==> config.mk <==
export PLATFORM = sky130hd
export DESIGN_NAME = glob_pattern_to_regex_text_core
export DESIGN_NICKNAME = d
export VERILOG_FILES = /design/src/rtl/gpr_pkg.sv /design/src/rtl/gpr_xlat.sv /design/src/rtl/glob_pattern_to_regex_text_core.sv
export SDC_FILE = /design/constraint.sdc
export NUM_CORES = 1
export LEC_CHECK = 0
export ABC_AREA = 1
export BUFFER_PORTS_ARGS = -buffer_cell sky130_fd_sc_hd__clkbuf_2
export CORE_UTILIZATION = 49
export DETAILED_ROUTE_END_ITERATION = 16
export PLACE_DENSITY = 0.83
export SYNTH_ARGS = -nofsm -noshare
export SYNTH_HDL_FRONTEND = slang
export SYNTH_SLANG_ARGS = --single-unit
==> constraint.sdc <==
create_clock -name i_clk -period 2 [get_ports i_clk]
set_clock_uncertainty 0.15 [all_clocks]
set_input_delay 0.1 -clock i_clk [delete_from_list [all_inputs] [get_ports i_clk]]
set_output_delay 0.1 -clock i_clk [all_outputs]
set_load 0.05 [all_outputs]
==> src/rtl/gpr_pkg.sv <==
// Shared constants and types for the glob-to-regex translator.
`timescale 1ns / 1ps
package gpr_pkg;

    localparam logic [7:0] CH_STAR    = 8'h2A; // '*'
    localparam logic [7:0] CH_QUEST   = 8'h3F; // '?'
    localparam logic [7:0] CH_DOT     = 8'h2E; // '.'
    localparam logic [7:0] CH_LBRACK  = 8'h5B; // '['
    localparam logic [7:0] CH_RBRACK  = 8'h5D; // ']'
    localparam logic [7:0] CH_BANG    = 8'h21; // '!'
    localparam logic [7:0] CH_CARET   = 8'h5E; // '^'
    localparam logic [7:0] CH_BSLASH  = 8'h5C; // '\'
    localparam logic [7:0] CH_LPAREN  = 8'h28; // '('
    localparam logic [7:0] CH_RPAREN  = 8'h29; // ')'
    localparam logic [7:0] CH_LBRACE  = 8'h7B; // '{'
    localparam logic [7:0] CH_RBRACE  = 8'h7D; // '}'
    localparam logic [7:0] CH_PLUS    = 8'h2B; // '+'
    localparam logic [7:0] CH_PIPE    = 8'h7C; // '|'
    localparam logic [7:0] CH_DOLLAR  = 8'h24; // '$'

    // Bracket tracking carried from one pattern byte to the next
    typedef struct packed {
        logic inside_class;
        logic class_just_opened;
    } t_class_state;

    // Translation of one pattern byte: one or two regex bytes
    typedef struct packed {
        logic [7:0] byte0;
        logic [7:0] byte1;
        logic       two;
    } t_xlat_res;

endpackage

==> src/rtl/gpr_xlat.sv <==
// Combinational translation of one glob byte into its regex run.
`timescale 1ns / 1ps
module gpr_xlat (
    input  logic [7:0]            i_pattern_byte,
    input  logic                  i_pattern_last,
    input  gpr_pkg::t_class_state i_state,
    output gpr_pkg::t_xlat_res    o_res,
    output gpr_pkg::t_class_state o_state
);
    import gpr_pkg::*;

    logic is_meta;

    assign is_meta = (i_pattern_byte == CH_LPAREN) || (i_pattern_byte == CH_RPAREN) ||
                     (i_pattern_byte == CH_LBRACE) || (i_pattern_byte == CH_RBRACE) ||
                     (i_pattern_byte == CH_PLUS)   || (i_pattern_byte == CH_PIPE)   ||
                     (i_pattern_byte == CH_BSLASH) || (i_pattern_byte == CH_CARET)  ||
                     (i_pattern_byte == CH_DOLLAR);

    always_comb begin
        o_res.byte0             = i_pattern_byte;
        o_res.byte1             = CH_RBRACK;
        o_res.two               = 1'b0;
        o_state.inside_class      = i_state.inside_class;
        o_state.class_just_opened = 1'b0;
        if (i_state.inside_class) begin
            if (i_pattern_byte == CH_RBRACK) begin
                o_state.inside_class = 1'b0;
            end else begin
                if (i_pattern_byte == CH_BANG && i_state.class_just_opened) begin
                    o_res.byte0 = CH_CARET;
                end
                // close an unterminated class at end of pattern
                o_res.two = i_pattern_last;
            end
        end else begin
            case (i_pattern_byte)
                CH_STAR: begin
                    o_res.byte0 = CH_DOT;
                    o_res.byte1 = CH_STAR;
                    o_res.two   = 1'b1;
                end
                CH_QUEST: begin
                    o_res.byte0 = CH_DOT;
                end
                CH_DOT: begin
                    o_res.byte0 = CH_BSLASH;
                    o_res.byte1 = CH_DOT;
                    o_res.two   = 1'b1;
                end
                CH_LBRACK: begin
                    if (i_pattern_last) begin
                        o_res.byte0 = CH_BSLASH;
                        o_res.byte1 = CH_LBRACK;
                        o_res.two   = 1'b1;
                    end else begin
                        o_state.inside_class      = 1'b1;
                        o_state.class_just_opened = 1'b1;
                    end
                end
                default: begin
                    if (is_meta) begin
                        o_res.byte0 = CH_BSLASH;
                        o_res.byte1 = i_pattern_byte;
                        o_res.two   = 1'b1;
                    end
                end
            endcase
        end
        if (i_pattern_last) begin
            o_state.inside_class      = 1'b0;
            o_state.class_just_opened = 1'b0;
        end
    end

endmodule

==> src/rtl/glob_pattern_to_regex_text_core.sv <==
// Data path: each pattern byte is registered in the input stage, then translated into the output stage.
// Throughput: one pattern byte per cycle while the receiver is ready and each byte maps to one regex byte;
// a byte that maps to two holds the input while the single-byte output port sends both.
// Reset (i_rst_n low, synchronous): both stages empty, bracket state cleared.
// Top level of the glob-to-regex translator.
`timescale 1ns / 1ps
module glob_pattern_to_regex_text_core (
    input  logic       i_clk,
    input  logic       i_rst_n,
    input  logic       i_valid,
    output logic       o_ready,
    input  logic [7:0] i_pattern_byte,
    input  logic       i_pattern_last,
    output logic       o_valid,
    input  logic       i_ready,
    output logic [7:0] o_regex_byte,
    output logic       o_run_last,
    output logic       o_regex_done
);
    import gpr_pkg::*;

    logic         r_in_valid;
    logic [7:0]   r_in_byte;
    logic         r_in_last;
    logic         r_q_valid;
    logic [7:0]   r_q_byte0;
    logic [7:0]   r_q_byte1;
    logic         r_q_two;
    logic         r_q_last;
    t_class_state r_state;
    t_class_state n_state;
    t_xlat_res    xl_res;
    logic         q_load_ok;
    logic         move;
    logic         out_xfer;

    gpr_xlat u_xlat (
        .i_pattern_byte (r_in_byte),
        .i_pattern_last (r_in_last),
        .i_state        (r_state),
        .o_res          (xl_res),
        .o_state        (n_state)
    );

    assign out_xfer  = r_q_valid && i_ready;
    assign q_load_ok = !r_q_valid || (i_ready && !r_q_two);
    assign move      = r_in_valid && q_load_ok;
    assign o_ready   = !r_in_valid || q_load_ok;

    assign o_valid      = r_q_valid;
    assign o_regex_byte = r_q_byte0;
    assign o_run_last   = !r_q_two;
    assign o_regex_done = !r_q_two && r_q_last;

    always_ff @(posedge i_clk) begin
        if (!i_rst_n) begin
            r_in_valid <= 1'b0;
            r_q_valid  <= 1'b0;
            r_q_two    <= 1'b0;
            r_state    <= '0;
        end else begin
            if (o_ready) begin
                r_in_valid <= i_valid;
            end
            if (move) begin
                r_q_valid <= 1'b1;
                r_q_two   <= xl_res.two;
                r_state   <= n_state;
            end else if (out_xfer) begin
                // advance to the second byte of the run, or drain
                if (r_q_two) begin
                    r_q_two <= 1'b0;
                end else begin
                    r_q_valid <= 1'b0;
                end
            end
        end
    end

    always_ff @(posedge i_clk) begin
        if (o_ready && i_valid) begin
            r_in_byte <= i_pattern_byte;
            r_in_last <= i_pattern_last;
        end
        if (move) begin
            r_q_byte0 <= xl_res.byte0;
            r_q_byte1 <= xl_res.byte1;
            r_q_last  <= r_in_last;
        end else if (out_xfer && r_q_two) begin
            r_q_byte0 <= r_q_byte1;
        end
    end

`ifndef ASSERT_OFF
    a_run_second: assert property (@(posedge i_clk) disable iff (!i_rst_n)
        (o_valid && i_ready && !o_run_last) |=> (o_valid && o_run_last))
        else $error("second byte of a run not presented after first transfer");

    a_just_inside: assert property (@(posedge i_clk) disable iff (!i_rst_n)
        r_state.class_just_opened |-> r_state.inside_class)
        else $error("class marked just opened while outside a class");

    a_ready_empty: assert property (@(posedge i_clk) disable iff (!i_rst_n)
        !r_in_valid |-> o_ready)
        else $error("input stalled with an empty input stage");

    a_done_clears: assert property (@(posedge i_clk) disable iff (!i_rst_n)
        (move && r_in_last) |=> (r_state == '0))
        else $error("bracket state not cleared after the last pattern byte");
`endif

endmodule

==> flow_metrics.tcl <==
set metrics [dict create \
    floorplan.core_area_um2 3053 \
    cp_top_family "simple AND/OR/NAND/NOR gates" \
    antenna-diode-count 0 \
    io_buffers 24 \
    min-delay-path-class "flop to flop" \
    drc 0 \
    critical_path.most_common_cell "sky130_fd_sc_hd__nand2_1" \
    cp_data_required_time_ns 1.95 \
    power.density_nw_per_um2 624.9 \
    stdcell_count 286 \
    first_global_vias 1301 \
    path_class "flop to flop" \
    antenna_found_initial 0 \
    routabilityCongestion 0.9732 \
    slowest_cell_on_the_critical_path "sky130_fd_sc_hd__edfxtp_1" \
    final_layout_size_suffix_gt1_frac 0.2727 \
    synthesized_netlist_net_count 195 \
    cts_inserted_buffers 5 \
    groute.layer.met1.usage 0.3010 \
    path_buf_inv 1 \
    route.final.wire_length_um 3560 \
    post_route_minimum_period_ns 1.904 \
    fmax_mhz 525.3 \
    clk_pin_slew_ns 0.09 \
    synth-seq-cells 31 \
    initial_utilization 0.5156 \
    design_area_um2 2103 \
    detail_route.wl_per_cell_um 12.45 \
    timing.final.crit_share 0.9519 \
    grtUsageMet2 0.3415 \
    ys_warn_count 0 \
    grt_max_degree 12 \
    fill_cells 269 \
    rsz_0062_raised_after_global_routing "true" \
    synth.lib_cells_used.distinct 21 \
    core_rows 20 \
    result_of_the_run "completed" \
    clock_tree.buffer_depth 2 \
    detail-route-antenna-nets 0 \
    clock_tree.root_cell "sky130_fd_sc_hd__clkbuf_4" \
    tritoncts "built" \
    avgSynthCellArea_um2 8.648 \
    ir_worst_vdd_uv 406.9 \
    timing.critical_path.slowest_cell_delay_ns 0.49 \
    final_core_util 0.6889 \
    design.portCount 25 \
    clk-insertion-delay-late_ns 0.33 \
    critical_path.max_fanout 6 \
    power.static_leakage_nw 0.9419 \
    place.detailed.hpwl_um 2491 \
    dr.first_iter.drc_count 79 \
    globalRoute.totalOverflow 0 \
    synthesis.area_um2 1574 \
    gr-usage-met3 0.06593 \
    final_nets 254 \
    global_route.peak_usage_layer "met2" \
    cts_htree_levels 2 \
    worst_ep_arrival_time_ns 1.85 \
    placed_cells 259 \
    worstSetupStartpointType "flop" \
    hold_viol_final 0 \
    chipHeight_um 58.68 \
    timing.final.setup_violations 0 \
    yosysSeqAreaShare 0.5596 \
    crit_path_cell_trace "nor2_1 > nand2_1 > nand2_1 > nand2_1 > nand2_2 > nor2_4 > buf_4 > nand3_1 > nand2_1 > a21oi_1 > nor2_1" \
    route.vias.total 1455 \
    post_drt_via_cell_ratio 5.087 \
    numClockSinks 31 \
    grt.total_usage 0.2253 \
    syn-instance-count 182 \
    max_cap_violations 0 \
    dpl_cell_area_um2 1838 \
    areaGrowthSynthToFinish_pct 33.62 \
    global_route_wire_length_before_repair_um 5582 \
    maxSlewViolCount 0 \
    dr.pass1.iters 4 \
    floorplan.die_area_um2 3443 \
    total_power_w 0.001314 \
    die_width_um 58.68 \
    end_kind "flop" \
]
-- synthesized netlist by cell type --
| cell | n | area (um^2) |
|---|---|---|
| sky130_fd_sc_hd__nand4_1 | 1 | 6.260 |
| sky130_fd_sc_hd__nor2_4 | 2 | 22.52 |
| sky130_fd_sc_hd__conb_1 | 1 | 3.750 |
| sky130_fd_sc_hd__a21oi_1 | 14 | 70.07 |
| sky130_fd_sc_hd__dfxtp_1 | 5 | 100.1 |
| sky130_fd_sc_hd__nor3b_2 | 1 | 12.51 |
| sky130_fd_sc_hd__o31ai_1 | 1 | 7.510 |
| sky130_fd_sc_hd__nand2_1 | 42 | 157.7 |
| sky130_fd_sc_hd__o21bai_1 | 1 | 7.510 |
| sky130_fd_sc_hd__nor2_1 | 24 | 90.09 |
| sky130_fd_sc_hd__nand3_1 | 14 | 70.07 |
| sky130_fd_sc_hd__inv_1 | 23 | 86.33 |
| sky130_fd_sc_hd__nand2_4 | 1 | 11.26 |
| sky130_fd_sc_hd__nand2_2 | 3 | 18.77 |
| sky130_fd_sc_hd__o21ai_0 | 13 | 65.06 |
| sky130_fd_sc_hd__o22ai_1 | 1 | 6.260 |
| sky130_fd_sc_hd__a31oi_1 | 3 | 18.77 |
| sky130_fd_sc_hd__nor2_2 | 3 | 18.77 |
| sky130_fd_sc_hd__nand3_2 | 1 | 10.01 |
| sky130_fd_sc_hd__edfxtp_1 | 26 | 780.8 |
| sky130_fd_sc_hd__buf_2 | 2 | 10.01 |
-- final timing paths --
| check | slack, ns | end | depth (start not counted) | start |
|---|---|---|---|---|
| max reg2reg | 0.1 | o_regex_byte[5] | 11 | r_in_byte[1] |
| max | 0.1 | o_regex_byte[5] | 11 | r_in_byte[1] |
| min | 0.31 | r_q_last | 0 | r_in_last |
| min reg2reg | 0.31 | r_q_last | 0 | r_in_last |
-- per-stage QoR --
| stage | setup TNS [ns] | worst slack, ns | hold WS [ns] |
|---|---|---|---|
| after floorplan | 0 | 0.03256 | 0.04887 |
| after global placement | 0 | 0.06734 | 0.1272 |
| after detailed placement | 0 | 0.07057 | 0.1289 |
| after CTS | 0 | 0.04960 | 0.3126 |
| after global routing | -0.2686 | -0.06296 | 0.3029 |
| final | 0 | 0.09618 | 0.3082 |
-- metal layers --
| metal | vias to the layer above | wire length, um |
|---|---|---|
| met4 | 0 | 68 |
| met3 | 10 | 186 |
| met2 | 61 | 1711 |
| met5 | - | 0 |
| li1 | 725 | - |
| met1 | 659 | 1594 |
-- registers in the layout, summed over array words and instances, names as in the netlist --
signal,count
o_regex_byte,8
o_valid,1
r_in_byte,8
r_in_last,1
r_in_valid,1
r_q_byte1,8
r_q_last,1
r_q_two,1
r_state,2
-- kinds of logic (layout without fill, tap and decap cells) --
family	Yosys count	in the layout	synth area share
and+or+nand+nor	92	92	0.2655
AOI/OAI and AO/OA	33	33	0.1113
buffers and inverters	25	85	0.06121
other	1	1	0.002382
DFF	31	31	0.5596
-- area by class of cell --
| class | instances | area [um^2] | area share |
|---|---|---|---|
| inverters | 23 | 90.09 | 0.04283 |
| repair buffers | 54 | 394.1 | 0.1874 |
| well taps | 44 | 55.05 | 0.02617 |
| flip-flops and latches | 31 | 880.8 | 0.4188 |
| multi-input cells | 126 | 633.1 | 0.3010 |
| clock buffers | 7 | 45.04 | 0.02142 |
| clock inverters | 1 | 5.005 | 0.002380 |
-- report_power, final --
part           total (W)  switching (W)  internal [W]  leakage [nW]
Sequential      0.000750      0.0000151      0.000735         0.285
Clock           0.000340       0.000203      0.000137        0.0293
Combinational   0.000225       0.000138     0.0000861         0.627
Total            0.00131       0.000357      0.000958         0.942
-- cell usage in the layout (no fill, tap or decap), types with 2 or more instances in the layout --
master | synthesis | layout
sky130_fd_sc_hd__clkbuf_1 | 0 | 2
sky130_fd_sc_hd__nand3_2 | 1 | 2
sky130_fd_sc_hd__inv_2 | 0 | 2
sky130_fd_sc_hd__nand2_2 | 3 | 4
sky130_fd_sc_hd__nor2_1 | 24 | 22
sky130_fd_sc_hd__o21ai_0 | 13 | 10
sky130_fd_sc_hd__nor2_4 | 2 | 4
sky130_fd_sc_hd__dfxtp_1 | 5 | 5
sky130_fd_sc_hd__edfxtp_1 | 26 | 26
sky130_fd_sc_hd__nor2_2 | 3 | 3
sky130_fd_sc_hd__nand2_4 | 1 | 2
sky130_fd_sc_hd__clkbuf_2 | 0 | 24
sky130_fd_sc_hd__nand3_1 | 14 | 13
sky130_fd_sc_hd__o21ai_1 | 0 | 3
sky130_fd_sc_hd__a21oi_1 | 14 | 14
sky130_fd_sc_hd__buf_4 | 0 | 15
sky130_fd_sc_hd__nand2_1 | 42 | 40
sky130_fd_sc_hd__inv_1 | 23 | 20
sky130_fd_sc_hd__dlygate4sd3_1 | 0 | 13
sky130_fd_sc_hd__a31oi_1 | 3 | 3
sky130_fd_sc_hd__clkbuf_4 | 0 | 5
-- what timing repair did --
item,CTS,global route
hold buffers,13,0
hold endpoints to repair,14,0
gates resized for setup,0,15
setup buffers,0,6
setup endpoints to repair,0,18
Note: power is estimated with default switching activity, not from simulation.
